[src/rtl/bfa_ram.sv]
module bfa_ram #(
    parameter int WIDTH = 8,
    parameter int DEPTH = 16
) (
    input  logic                     clk,
    input  logic                     we,
    input  logic [$clog2(DEPTH)-1:0] waddr,
    input  logic [WIDTH-1:0]         wdata,
    input  logic [$clog2(DEPTH)-1:0] raddr,
    output logic [WIDTH-1:0]         rdata
);

    logic [WIDTH-1:0] mem [DEPTH];
    logic [WIDTH-1:0] rdata_reg;

    always_ff @(posedge clk)
    begin
        if (we)
        begin
            mem[waddr] <= wdata;
        end
        rdata_reg <= mem[raddr];
    end

    assign rdata = rdata_reg;

endmodule

[config.mk]
export PLATFORM = sky130hd
export DESIGN_NAME = bfa_ram
export DESIGN_NICKNAME = d
export VERILOG_FILES = /design/src/rtl/bfa_ram.sv
export SDC_FILE = /design/constraint.sdc
export NUM_CORES = 1
export LEC_CHECK = 0
export ABC_AREA = 1
export BUFFER_PORTS_ARGS = -buffer_cell sky130_fd_sc_hd__buf_2
export CORE_MARGIN = 1.5
export CORE_UTILIZATION = 55
export DETAILED_ROUTE_END_ITERATION = 16
export GPL_ROUTABILITY_DRIVEN = 1
export PLACE_DENSITY = 0.78
export SYNTH_ARGS = -nofsm -noshare
export SYNTH_HDL_FRONTEND = slang
export SYNTH_SLANG_ARGS = --single-unit
[constraint.sdc]
create_clock -name clk -period 1.1 [get_ports clk]
set_clock_uncertainty 0.05 [all_clocks]
set_input_delay 0.055 -clock clk [delete_from_list [all_inputs] [get_ports clk]]
set_output_delay 0.055 -clock clk [all_outputs]
set_load 0.005 [all_outputs]
==> results of run 1 <==
synth_stat cells:
master	instances	area (sq um)
nand3b_1	2	15.01
buf_1	1	3.750
buf_6	6	67.56
buf_4	4	30.03
inv_1	100	375.4
dfxtp_1	8	160.2
edfxtp_1	128	3844
inv_2	2	7.510
nand3_1	97	485.5
nor2_1	17	63.81
buf_2	13	65.06
nand2_1	173	649.4
metal layers:
layer	vias to the layer above	global-route usage
met3	37	0.05751
met1	1914	0.3173
met5	-	0
met4	0	0.1409
li1	1887	-
met2	196	0.4225
kinds of logic after synthesis:
logic type,after synthesis,synth area share
buffers and inverters,126,0.09525
DFF,136,0.6943
and+or+nand+nor,289,0.2105
through the flow:
step | setup TNS (ns) | total power, mW | cells | setup slack (ns) | cell area (sq um)
after detailed placement | -0.2843 | 6.668 | 713 | -0.04915 | 6158
after global placement | -0.1326 | 6.639 | 713 | -0.02630 | 6158
after global routing | -0.1301 | 12.43 | 755 | -0.06170 | 6883
after CTS | -0.008361 | 12.11 | 755 | -0.008361 | 6842
after floorplan | 0 | 6.341 | 551 | 0.04416 | 5767
final | -0.02957 | 12.11 | 755 | -0.02957 | 6883
power breakdown:
group / switching, mW / internal [mW]
sequential: 0.0364 / 5.79
combinational: 0.525 / 0.269
clock: 2.22 / 3.27
total: 2.78 / 9.33
cell type report:
type,count,area (sq um)
Sequential cell,136,4006
Clock buffer,17,414.1
Tap cell,136,170.2
Timing Repair Buffer,60,488.0
Multi-Input combinational cell,289,1254
Inverter,102,382.9
Clock inverter,15,167.7
Fill cell,728,3348
worst max-delay path, stage by stage, from the launching register on:
cell,delay [ns]
edfxtp_1,0.37
inv_1,0.08
nand2_1,0.06
nand3_1,0.11
nand3_1,0.14
nand3_1,0.13
nand2_1,0.08
worst min path at each step:
stage,endpoint,slack [ns],cells after the start
5_1_grt,rdata[0],0.13,6
4_1_cts,rdata[0],0.07,6
6_report,rdata[4],0.08,6
3_3_place_gp,rdata[4],0.38,1
3_5_place_dp,rdata[5],0.38,1
2_1_floorplan,mem[0][0],0.10,0
cells in the final DEF, fill, tap and decap left out, drive strengths merged:
cell type    netlist  final
clkinvlp           0      1
edfxtp           128    128
dlygate4sd3        0     10
inv              102    106
nand3b             2      2
nand2            173    173
bufinv             0      2
buf               24     50
clkinv             0      8
nand3             97     97
clkbuf             0     17
nor2              17     17
dfxtp              8      8
what timing repair did:
item,in CTS,in global routing
endpoints found under the hold margin,136,0
pin swaps,0,0
endpoints found under the setup margin,1,8
gates resized for setup,1,9
gates cloned,0,0
hold buffers,10,0
==> impl_metrics.ini, run 1 <==
[sta]
relSlewSlack = 0.7423
period_needed_ns = 1.130
fmax_ghz = 0.8853
rsz0062_at_grt = true
finalMaxSlewViolations = 0
worst_slack_ns = -0.02957
final.period_utilization = 1.027
whs_ns = 0.08121
setup_viol = 1
finalHoldViolations = 0
worst_pin_slew_ns = 0.3865

[clocking]
htree_num_levels = 4
clock-root-buffer = clkbuf_8
insertion_delay_ns = 0.52
clockBufferDepth = 2
numClockSinks = 136
path_clk_slew_ns = 0.06
cts_buffers = 17
cts_tree = built
post_cts_buffers = 0

[global_routing]
first_global_vias = 4158
grt_pass1_wl_um = 20940
antenna_found_initial = 0
track_usage = 0.2572
grt_max_degree = 65
grt.overflow.total = 0

[floorplanning]
rows = 37
pin_count = 26
die_area_sq_um = 11110
die-width_um = 105.4
core_sq_um = 10230
initial_utilization = 0.5637
fp.dieH_um = 105.4

[status]
violations = setup timing
outcome = finished, violations left

[detailed_routing]
wl_per_cell_um = 17.67
top_layer = met4
drc = 0
wl_met3_um = 992
via_count = 4034
wl_met2_um = 6645
drtIter0Drc = 362
ant_nets = 0
via_per_inst = 5.343
drt-met1-wl_um = 5179
routed_wl_um = 13340
drt_pass1_iterations = 5

[power_and_ir_drop]
ir_drop_uv = 1182
p_leak_nw = 3.015
power_density_nw_per_um2 = 1760

[critical_path]
start_kind = flop
crit_start = mem[1][5]
cp_max_fo = 1
critical_path.endpoint = rdata[5]
worstReg2RegStart = mem[1][5]
r2r_slack_ns = -0.03
crit_arrival_ns = 1.48
reg2regPathDepth = 6
criticalPathCategory = flop to flop
crit_path_end_kind = flop
timing.rr.end = rdata[5]
cp.required_ns = 1.45

[logic_synthesis]
synth_nets = 569
ys_types = 12
seq_area_frac_synth = 0.6943
ys_seq_elements = 136
netlist_instances = 551
synth_area_per_cell_sq_um = 10.47
syn-cell-area_sq_um = 5767
yosysWarnings = 0

[place]
place_hpwl_um = 7824
io_buffers = 25
place_congestion = 0.8415

[layout]
finish.utilization = 0.6727
area_growth_pct = 19.35
drive_gt1_frac = 0.1519
largest_reg_flops = 128
insertedDiodeCount = 0
final_nets = 624

[min_path]
hold_start = raddr[1]
hold_class = input port to flop

[job]
maxCapViolCount = 0
Note: power is estimated with default switching activity, not from simulation.
==> run 2, diff against run 1 <==
Settings changed: CELL_PAD_IN_SITES_DETAIL_PLACEMENT set to 0, CELL_PAD_IN_SITES_GLOBAL_PLACEMENT set to 2, CORE_UTILIZATION 55 to 36, PLACE_DENSITY 0.78 to 0.77.
==> run 2 against run 1 <==
  * Final area up 2.0%
  * Global-route usage down 7.8 points
  * Hold slack worse by 0.070 ns
  * The run now ends clean
  * Total power down 0.42%
  * Sequential cell count unchanged
==> impl_metrics.ini, run 2 (same netlist as run 1, synthesis figures left out) <==
[global_routing]
antenna_found_initial = 0
grt_max_degree = 33
first_global_vias = 3768
grt_pass1_wl_um = 21160
track_usage = 0.1790
grt.overflow.total = 0

[critical_path]
crit_path_end_kind = primary output
criticalPathCategory = flop to primary output
start_kind = flop
crit_arrival_ns = 0.94
slowest_delay_ns = 0.38
reg2regPathDepth = 6
path_delay_family = flip-flops
timing.rr.end = rdata[1]
cp_max_fo = 1
crit_path_cell_trace = buf_2
crit_buf_inv = 1
r2r_slack_ns = 0.08
crit_slowest_cell = dfxtp_1
worstReg2RegStart = mem[15][1]
cp.required_ns = 1.00

[floorplanning]
pin_count = 26
core_sq_um = 15770
rows = 46
die-width_um = 129.6
initial_utilization = 0.3657
fp.dieH_um = 129.6
die_area_sq_um = 16790

[min_path]
hold_start = wdata[6]
timing.hold.worst_path_depth = 1
hold_end = mem[12][6]
hold_class = input port to flop

[clocking]
clockBufferDepth = 2
cts_tree = built
clock-root-buffer = clkbuf_16
path_clk_slew_ns = 0.06
htree_num_levels = 4
numClockSinks = 136
cts_buffers = 17
insertion_delay_ns = 0.42

[place]
io_buffers = 25
place_hpwl_um = 9106
place_congestion = 0.7949

[detailed_routing]
drtIter0Drc = 193
via_count = 3783
drt-met1-wl_um = 6136
wl_met3_um = 617
wl_per_cell_um = 16.08
via_per_inst = 4.488
wl_met2_um = 6599
drt_pass1_iterations = 4
routed_wl_um = 13560
ant_nets = 0
top_layer = met4
drc = 0

[power_and_ir_drop]
p_leak_nw = 3.060
power_density_nw_per_um2 = 1718
ir_drop_uv = 1113
p_total_mw = 12.06

[layout]
mostFrequentLayoutCell = nand2_1
insertedDiodeCount = 0
finish.utilization = 0.4452
largest_reg_flops = 128
area_growth_pct = 21.74
final_nets = 632
drive_gt1_frac = 0.1595
layout_common_cells = nand2_1 (173), edfxtp_1 (128), inv_1 (100)

[sta]
final.period_utilization = 0.9483
finalMaxSlewViolations = 0
worst_pin_slew_ns = 0.3819
tns_ns = 0
relSlewSlack = 0.7454
setup_viol = 0
fmax_ghz = 0.9587
finalHoldViolations = 0
period_needed_ns = 1.043
rsz0062_at_grt = false

[job]
maxCapViolCount = 0

[status]
outcome = complete, no violations
-- run 2: changes by cell type in the layout (fill, tap and decap cells not counted), sizes merged --
cell	before	now
dlygate4sd3	10	3
clkbuf	17	23
inv	106	102
clkinv	8	6
buf	50	65
-- run 2: area by class of cell --
type,instances,area (sq um)
clock buffers,23,467.9
well taps,216,270.3
flip-flops and latches,136,4004
multi-input cells,289,1239
clock inverters,9,101.3
fillers,1516,8750
inverters,102,382.9
repair buffers,68,555.5
-- run 2: worst reg2reg max path: stages (launching register included) --
cell and delay, ns:
edfxtp_1 0.36, inv_1 0.07, nand2_1 0.05, nand3_1 0.08
nand3_1 0.10, nand3_1 0.14, nand2_1 0.06
-- run 2: metrics by stage --
| stage | cells | hold slack, ns | area (sq um) | setup slack (ns) |
|---|---|---|---|---|
| detailed placement | 808 | 0.3891 | 6396 | -0.1109 |
| global placement | 808 | 0.3857 | 6396 | -0.1117 |
| floorplan | 551 | 0.1039 | 5767 | 0.04416 |
| global route | 843 | 0.007701 | 7020 | 0.002686 |
| finish | 843 | 0.01103 | 7020 | 0.05688 |
| CTS | 843 | 0.000004385 | 6995 | 0.01391 |
-- run 2: what timing repair did --
item,4_1_cts,5_1_grt
setup buffers,0,0
setup endpoints to repair,0,3
resized for setup,0,5
hold endpoints to repair,48,0
hold buffers,3,0
-- run 2: routing by layer --
layer  vias up  GRT usage
met5         -          0
met4         0    0.08301
met3        13    0.03675
met2        79     0.2882
met1      1792     0.2332
li1       1899          -
-- run 2: worst max-delay path by stage --
stage / startpoint / end / slack, ns / depth (start not counted)
floorplan: waddr[3] / mem[4][0] / 0.04 / 2
global placement: waddr[0] / mem[12][1] / -0.11 / 5
detailed placement: raddr[0] / rdata[0] / -0.11 / 8
CTS: mem[8][3] / rdata[3] / 0.01 / 6
global route: mem[15][0] / rdata[0] / 0.003 / 6
finish: rdata[1] / rdata[1] / 0.06 / 1
-- run 2: report_power, final --
group | switching [mW] | internal (mW) | total, mW | leakage (nW)
logic | 0.514 | 0.287 | 0.801 | 1.56
registers | 0.0372 | 5.80 | 5.83 | 1.22
clock network | 1.99 | 3.43 | 5.43 | 0.281
