**src/rtl/bfa_pkg.sv**
```systemverilog
package bfa_pkg;

    localparam int DEF_TABLE_DEPTH = 1024;
    localparam int DEF_MAX_PROBES  = 16;

    localparam logic [4:0]  PROBE_LIMIT_RESET = 5'd8;
    localparam logic [31:0] HASH_MULT         = 32'h9E37_79B1;

    localparam logic KIND_RECORD = 1'b0;
    localparam logic KIND_DRAIN  = 1'b1;

    localparam logic [2:0] ST_FORWARD = 3'd0;
    localparam logic [2:0] ST_REVERSE = 3'd1;
    localparam logic [2:0] ST_INSERT  = 3'd2;
    localparam logic [2:0] ST_DROP    = 3'd3;
    localparam logic [2:0] ST_ENTRY   = 3'd4;
    localparam logic [2:0] ST_EMPTY   = 3'd5;

    typedef struct packed {
        logic        valid;
        logic [31:0] router;
        logic [31:0] src_addr;
        logic [31:0] dst_addr;
        logic [15:0] src_port;
        logic [15:0] dst_port;
        logic [7:0]  proto;
    } key_t;

    typedef struct packed {
        logic [31:0] first_time;
        logic [63:0] bytes_fwd;
        logic [63:0] bytes_rev;
        logic [31:0] pkts_fwd;
        logic [31:0] pkts_rev;
        logic [31:0] interfaces;
        logic [31:0] as_numbers;
        logic [31:0] flows;
        logic        bidir;
    } data_t;

    typedef struct packed {
        logic start;
        logic done;
    } hash_ctl_t;

endpackage

```
**src/rtl/bfa_hash.sv**
```systemverilog
module bfa_hash #(
    parameter int TABLE_DEPTH = bfa_pkg::DEF_TABLE_DEPTH
) (
    input  logic                           clk,
    input  logic                           rst_n,
    input  logic                           start,
    input  logic [31:0]                    router_id,
    input  logic [31:0]                    source_address,
    input  logic [31:0]                    destination_address,
    input  logic [15:0]                    source_port,
    input  logic [15:0]                    destination_port,
    input  logic [7:0]                     protocol_number,
    output logic                           done,
    output logic [$clog2(TABLE_DEPTH)-1:0] home
);

    import bfa_pkg::*;

    localparam int AW = $clog2(TABLE_DEPTH);
    localparam bit IS_POW2 = (TABLE_DEPTH & (TABLE_DEPTH - 1)) == 0;
    localparam logic [AW:0] DEPTH_V = (AW + 1)'(TABLE_DEPTH);

    localparam logic [1:0] H_IDLE = 2'd0;
    localparam logic [1:0] H_MUL  = 2'd1;
    localparam logic [1:0] H_MIX  = 2'd2;
    localparam logic [1:0] H_MOD  = 2'd3;

    logic [1:0]    state_reg, state_next;
    logic [31:0]   x_reg, x_next;
    logic [AW:0]   rem_reg, rem_next;
    logic [4:0]    cnt_reg, cnt_next;
    logic          done_reg, done_next;
    logic [31:0]   folded;
    logic [31:0]   mixed;
    logic [AW:0]   trial;

    always_comb
    begin
        folded = router_id ^ source_address ^ destination_address
               ^ {16'd0, source_port ^ destination_port}
               ^ {8'd0, protocol_number, 16'd0};
        mixed  = x_reg ^ (x_reg >> 15);
        trial  = {rem_reg[AW-1:0], x_reg[31]};
        if (trial >= DEPTH_V)
        begin
            trial = trial - DEPTH_V;
        end

        state_next = state_reg;
        x_next     = x_reg;
        rem_next   = rem_reg;
        cnt_next   = cnt_reg;
        done_next  = 1'b0;

        unique case (state_reg)
            H_IDLE:
            begin
                if (start)
                begin
                    x_next     = folded ^ (folded >> 16);
                    state_next = H_MUL;
                end
            end
            H_MUL:
            begin
                x_next     = x_reg * HASH_MULT;
                state_next = H_MIX;
            end
            H_MIX:
            begin
                x_next   = mixed;
                rem_next = '0;
                cnt_next = 5'd31;
                if (IS_POW2)
                begin
                    rem_next   = {1'b0, mixed[AW-1:0]};
                    done_next  = 1'b1;
                    state_next = H_IDLE;
                end
                else
                begin
                    state_next = H_MOD;
                end
            end
            H_MOD:
            begin
                rem_next = trial;
                x_next   = {x_reg[30:0], 1'b0};
                cnt_next = cnt_reg - 5'd1;
                if (cnt_reg == 5'd0)
                begin
                    done_next  = 1'b1;
                    state_next = H_IDLE;
                end
            end
            default:
            begin
                state_next = H_IDLE;
            end
        endcase
    end

    always_ff @(posedge clk or negedge rst_n)
    begin
        if (!rst_n)
        begin
            state_reg <= H_IDLE;
            done_reg  <= 1'b0;
            cnt_reg   <= '0;
        end
        else
        begin
            state_reg <= state_next;
            done_reg  <= done_next;
            cnt_reg   <= cnt_next;
        end
    end

    always_ff @(posedge clk)
    begin
        x_reg   <= x_next;
        rem_reg <= rem_next;
    end

    assign done = done_reg;
    assign home = rem_reg[AW-1:0];

endmodule

```
**config.mk**
```make
export PLATFORM = sky130hd
export DESIGN_NAME = bfa_hash
export DESIGN_NICKNAME = d
export VERILOG_FILES = /design/src/rtl/bfa_pkg.sv /design/src/rtl/bfa_hash.sv
export SDC_FILE = /design/constraint.sdc
export NUM_CORES = 1
export LEC_CHECK = 0
export ABC_AREA = 1
export BUFFER_PORTS_ARGS = -buffer_cell sky130_fd_sc_hd__buf_2
export CORE_MARGIN = 8
export CORE_UTILIZATION = 56
export CTS_BUF_LIST = sky130_fd_sc_hd__clkbuf_2 sky130_fd_sc_hd__clkbuf_4 sky130_fd_sc_hd__clkbuf_8
export DETAILED_ROUTE_END_ITERATION = 8
export HOLD_SLACK_MARGIN = 0.08
export PLACE_DENSITY = 0.8
export SLEW_MARGIN = 40
export SYNTH_ARGS = -nofsm -noshare
export SYNTH_HDL_FRONTEND = slang
export SYNTH_SLANG_ARGS = --single-unit
```
**constraint.sdc**
```tcl
create_clock -name clk -period 5.91 [get_ports clk]
set_input_delay 0.591 -clock clk [delete_from_list [all_inputs] [get_ports clk]]
set_output_delay 0.591 -clock clk [all_outputs]
set_load 0.02 [all_outputs]
```
==> summary.md, run 1 <==
| Metric | Value |
|---|---|
| Synthesis warning total | 0 |
| FFs w/ async S/R, synth | between 15 and 20% |
| Via count | 11537 |
| Clock Pin Slew Worst Setup and Hold Paths | about 0.12 ns |
| ANT cells | 0 |
| DR WL/cell | around 20 um |
| Worst skew pair latency | ~0.33 ns |
| Routability cong. | about 1.1 |
| Maximum number of pins on one net before global-route repair | 38 |
| Clk root buf | clkbuf_8 |
| Register area share after synthesis | 11.26% |
| Final ANT Viol Nets | 0 |
| Worst hold path type | in2async |
| Max reg flops | 32 |
| Post-synthesis cell type count | 45 |
| Final hold slack | 0.07883 ns |
| First-pass GRT wire length | 65630 um |
| Final period utilization | 112.0% |
| Iter 0 DRT Violations | just over 900 |
| Crit path max fanout | 4 |
| Clock buffer depth | 2 |
| Crit path top cell by count | inv_2 |
| Pre-antenna DRT Iters | 6 |
| Max-cap viol count | 0 |
| Synth Register Bits | 50 |
| CTS Hold Bufs | 0 |
| Post-DP HPWL | between 30000 and 40000 um |
| Die Wd | roughly 170 um |
| GR Overflow Total | 0 |
| Critical path's slowest cell | fa_2 |
| Final Hold Viols | 0 |
| Area delta synth->final | 26.78% |
| Critical path class | reg2reg |
| Final WS setup | -0.7108 ns |
| Initial antenna violation count | 0 |
| CP peak stage delay | 0.57 ns |
| Die Y | 168.3 um |
| I/O pin count | 150 |
| RSZ-0062 raised after global routing | true |
| Vias per cell | roughly 5.5 |
| Share of layout cells above drive strength 1 | between 20 and 30% |
| CP endpoint kind | flop |
| Initial core utilization | about 57% |
| DR DRC count | 0 |
| Most used DFF post-synth | edfxtp_1 |
| Outcome | complete, but fails checks |
| Cell Count, Final, Fillers Out | around 2100 |
| Cells after DPL | roughly 2100 |
| Slew HR | a little over half |
| Worst path arrival time | ~6.8 ns |
| Row count | 55 |
| Fmax | roughly 150 MHz |
| Setup crit start kind | flop |
| CORE AREA | 0.02271 mm^2 |
| Post-Syn Nets | roughly 2000 |
| Layout Nets | around 2400 |
| Final setup fails | 13 |
| H-tree levels | 2 |
| Final WL | between 40000 and 50000 um |
| Worst-Margin Slew | 0.7050 ns |
| Synth Instances | between 1000 and 1500 |
| CTS sink cnt | 50 |
| Die area | between 0.02 and 0.03 mm^2 |
| Worst Path Required | roughly 6 ns |
| Total GRT Usage | 30.42% |
| Number of global-route vias before repair | around 12000 |
| Clock Skews | about 0.019 ns |
| Final Critical Period | between 6 and 7 ns |
| Port Buf Inserts | around 150 |
| Failing checks | negative setup slack |
| Syn Area/Cell | between 8 and 9 um^2 |
| Number of synthesized flops with an enable pin | 42 |
| Inserted Clock Buffers | 5 |
| CTS tree | yes |
| Max Slew Vio Count | 0 |
| Post-Syn Area | ~0.013 mm^2 |
-- per-layer routing --
layer	vias up	track usage, %	share of wire [%]
met1	5554	36.51	38
met4	0	14.29	5.9
met3	149	5.823	9.2
met5	-	0.5425	0
met2	653	52.00	47
li1	5181	-	-
-- cell usage after synthesis, types with 6 or more instances --
cell type	n	area, um^2
dfrtp_1	8	200.2
o22ai_1	7	43.79
inv_1	405	1520
nor2_1	38	142.6
fa_1	204	4084
a21oi_1	47	235.2
nand3_1	37	185.2
nand2_1	189	709.4
inv_2	9	33.78
xnor2_1	93	814.5
o21ai_1	6	30.03
ha_1	189	2365
edfxtp_1	42	1261
o21ai_0	48	240.2
o2111ai_1	7	61.31
nand2_2	14	87.58
clkbuf_1	7	26.28
xor2_1	53	464.2
-- worst max-delay path: cells and delay by family, from the launching register on --
kind                       cells  cell delay (ns)
AOI/OAI and AO/OA              5             0.72
adders and majority gates      9             4.21
buffers and inverters         11             0.77
DFF                            1             0.43
and+or+nand+nor                4             0.32
-- cells by family (layout without fill, tap and decap cells) --
group / after synthesis / count (layout) / synth area share (%)
adders and majority gates: 393 / 393 / 49.68
buffers and inverters: 426 / 782 / 12.42
DFF: 50 / 50 / 11.26
AOI/OAI and AO/OA: 142 / 142 / 6.371
xor gates and xnor gates: 146 / 146 / 9.851
and+or+nand+nor: 310 / 310 / 10.42
-- layout by cell type, fill, tap and decap left out, drive strengths merged, types with 4 or more instances in the layout --
cell type	Yosys	final
a21oi	48	48
buf	3	360
clkbuf	9	5
dfrtp	8	8
edfxtp	42	42
fa	204	204
ha	189	189
inv	414	417
nand2	204	204
nand3	39	39
nand3b	5	5
nand4	4	4
nor2	43	43
nor3	5	5
o2111ai	7	7
o211ai	6	6
o21ai	55	55
o22ai	7	7
or2	8	8
xnor2	93	93
xor2	53	53
-- worst paths after layout --
path / start / to / slack, ns / cells past startpoint
worst max-delay path: x_reg[5]$_DFFE_PP_ / x_reg[27]$_DFFE_PP_ / -0.71 / 29
worst min-delay path: rst_n / state_reg[1]$_DFFE_PN0P_ / 0.08 / 1
worst max register to register: x_reg[5]$_DFFE_PP_ / x_reg[27]$_DFFE_PP_ / -0.71 / 29
worst min register to register: cnt_reg[4]$_DFFE_PN0P_ / cnt_reg[4]$_DFFE_PN0P_ / 0.51 / 1
max in group asynchronous: rst_n / done$_DFF_PN0_ / 5.66 / 1
min in group clk: cnt_reg[4]$_DFFE_PN0P_ / cnt_reg[4]$_DFFE_PN0P_ / 0.51 / 1
-- area by class of cell --
class	instances	area, um^2
Tap cell	285	356.6
Inverter	414	1556
Fill cell	1656	6252
Clock inverter	3	26.28
Clock buffer	5	68.82
Timing Repair Buffer	360	2426
Multi-Input combinational cell	991	10560
Sequential cell	50	1461
-- stage by stage --
stage / setup WS [ns] / utilization, % / TNS [ns] / cell area, um^2
finish: -0.7108 / 72.47 / -7.415 / 16460
CTS: -0.5804 / 70.73 / -5.427 / 16060
global route: -0.8359 / 72.47 / -9.614 / 16460
detailed placement: -0.6420 / 68.57 / -6.039 / 15570
floorplan: -0.1117 / - / -0.7131 / 13110
global placement: -0.6512 / 68.54 / -5.335 / 15560
-- what timing repair did --
item	in CTS	in global routing
buffers inserted	15	19
gates resized for setup	75	87
endpoints found under the setup margin	16	21
pin swaps	26	70
Power of run 1 is not shown: default switching activity piles up to over one toggle a cycle in this logic, so the estimate is an artifact.
==> run 2: changes to the inputs <==
--- a/config.mk
+++ b/config.mk
@@ -8,11 +8,10 @@
 export ABC_AREA = 1
 export BUFFER_PORTS_ARGS = -buffer_cell sky130_fd_sc_hd__buf_2
 export CORE_MARGIN = 8
-export CORE_UTILIZATION = 56
+export CORE_UTILIZATION = 43
 export CTS_BUF_LIST = sky130_fd_sc_hd__clkbuf_2 sky130_fd_sc_hd__clkbuf_4 sky130_fd_sc_hd__clkbuf_8
 export DETAILED_ROUTE_END_ITERATION = 8
-export HOLD_SLACK_MARGIN = 0.08
-export PLACE_DENSITY = 0.8
+export HOLD_SLACK_MARGIN = 0.12
 export SLEW_MARGIN = 40
 export SYNTH_ARGS = -nofsm -noshare
 export SYNTH_HDL_FRONTEND = slang
==> summary.md, run 2 (synthesized netlist as in run 1, its figures left out) <==
| Metric | Value |
|---|---|
| Post-DP HPWL | 38290 um |
| Final setup fails | 13 |
| Final ANT Viol Nets | 0 |
| Failing checks | negative setup slack |
| Routability cong. | between 0.9 and 1 |
| CTS sink cnt | 50 |
| CORE AREA | 0.02972 mm^2 |
| Most frequent cells in the layout | 377 x inv_1, 191 x fa_1, 190 x buf_4 |
| Initial core utilization | between 40% and 50% |
| Critical path's slowest cell | fa_1 |
| Worst path arrival time | 6.56 ns |
| Vias per cell | 4.949 |
| Inserted Clock Buffers | 5 |
| CP peak stage delay | ~0.54 ns |
| Max reg flops | 32 |
| Max-cap viol count | 0 |
| Clk root buf | clkbuf_8 |
| Final Critical Period | ~6.5 ns |
| Placed cell areas | about 0.016 mm^2 |
| Hold path cells | 1 |
| Clock Skews | slightly above 0.008 ns |
| DR DRC count | 0 |
| H-tree levels | 2 |
| Cells after DPL | between 2000 and 2500 |
| Max Slew Vio Count | 0 |
| Worst-Margin Slew | ~0.72 ns |
| Place WS | -0.6380 ns |
| RSZ-0062 raised after global routing | true |
| Final period utilization | 109.6% |
| First-pass GRT wire length | ~70000 um |
| DR WL/cell | just under 20 um |
| Share of layout cells above drive strength 1 | between 20% and 30% |
| Fillers | 2665 |
| Routed wl met2 | 20930 um |
| Die area | 0.03601 mm^2 |
| M1 WL | 18920 um |
| Row count | 63 |
| CP endpoint kind | flop |
| Final Hold Viols | 0 |
| Worst r2r path cells | 26 |
| Final hold slack | a little over 0.5 ns |
| Maximum number of pins on one net before global-route repair | 38 |
| Crit path top cell by count | fa_1 |
| Critical path class | reg2reg |
| Final WL | approximately 44000 um |
| Cell Count, Final, Fillers Out | 2210 |
| Port Buf Inserts | 149 |
| Metal3 WL | around 2200 um |
| Fmax | 154.4 MHz |
| Clock Pin Slew Worst Setup and Hold Paths | between 0.1 and 0.15 ns |
| Number of global-route vias before repair | around 12000 |
| Die Wd | 189.8 um |
| Outcome | complete, but fails checks |
| Total GRT Usage | about a quarter |
| Initial antenna violation count | 0 |
| Worst Path Required | 6.00 ns |
| Die Y | approximately 190 um |
| Commonest non-fill, non-tap cell in the layout | inv_1 |
| Clock buffer depth | 2 |
| CTS tree | yes |
| Slew HR | a little over half |
| I/O pin count | 150 |
| Worst hold path type | reg2reg |
| Crit path max fanout | 4 |
| Layout Nets | 2351 |
| ANT cells | 0 |
| Setup crit start kind | flop |
| Worst skew pair latency | around 0.33 ns |
| Iter 0 DRT Violations | ~540 |
| Design area | around 0.017 mm^2 |
| Final WS setup | -0.5687 ns |
| GR Overflow Total | 0 |
| Area delta synth->final | 27.30% |
| Via count | about 11000 |
| Max layer used | met4 |
| Pre-antenna DRT Iters | 5 |
[run 2: final timing paths]
| check | start | to | slack [ns] |
|---|---|---|---|
| max in group asynchronous | rst_n | done$_DFF_PN0_ | 5.11 |
| setup reg to reg | x_reg[4]$_DFFE_PP_ | x_reg[30]$_DFFE_PP_ | -0.57 |
| hold reg to reg | cnt_reg[4]$_DFFE_PN0P_ | cnt_reg[4]$_DFFE_PN0P_ | 0.50 |
| hold / removal | cnt_reg[4]$_DFFE_PN0P_ | cnt_reg[4]$_DFFE_PN0P_ | 0.50 |
| setup / recovery | x_reg[4]$_DFFE_PP_ | x_reg[30]$_DFFE_PP_ | -0.57 |
| min in group asynchronous | rst_n | state_reg[1]$_DFFE_PN0P_ | 0.62 |
[run 2: timing repair]
action	in CTS	in global routing
pin swaps	27	41
resized for setup	68	78
endpoints found under the setup margin	15	21
endpoints found under the hold margin	8	0
buffers inserted	17	10
hold buffers	1	0
[run 2: cell type report]
cell class | instances | area, um^2 | area share, %
clock buffer | 5 | 68.82 | 0.4164
clock inverter | 3 | 18.77 | 0.1136
inverter | 414 | 1554 | 9.404
multi-input combinational | 991 | 10540 | 63.78
sequential | 50 | 1461 | 8.844
tap | 390 | 488.0 | 2.953
timing repair buffer | 357 | 2395 | 14.49
[run 2: per-layer routing]
layer,track usage (%),vias to the layer above
met4,8.809,0
met1,31.86,5327
met3,2.673,70
met2,43.34,367
met5,0,-
li1,-,5174
[run 2: through the flow]
stage / util (%) / setup TNS (ns)
after floorplan: - / -0.7131
after global placement: 52.80 / -6.341
after detailed placement: 52.84 / -6.310
after CTS: 54.47 / -5.264
after global routing: 55.61 / -9.060
final: 55.61 / -6.076
[run 2: critical path, delay by kind of cell (launching register included)]
family	cells	cell delay, ns
fa+ha+maj	9	4.22
simple gates	4	0.44
compound gates	3	0.39
flops	1	0.46
buf+inv	10	0.72
Power of run 2 is left out for the same reason.
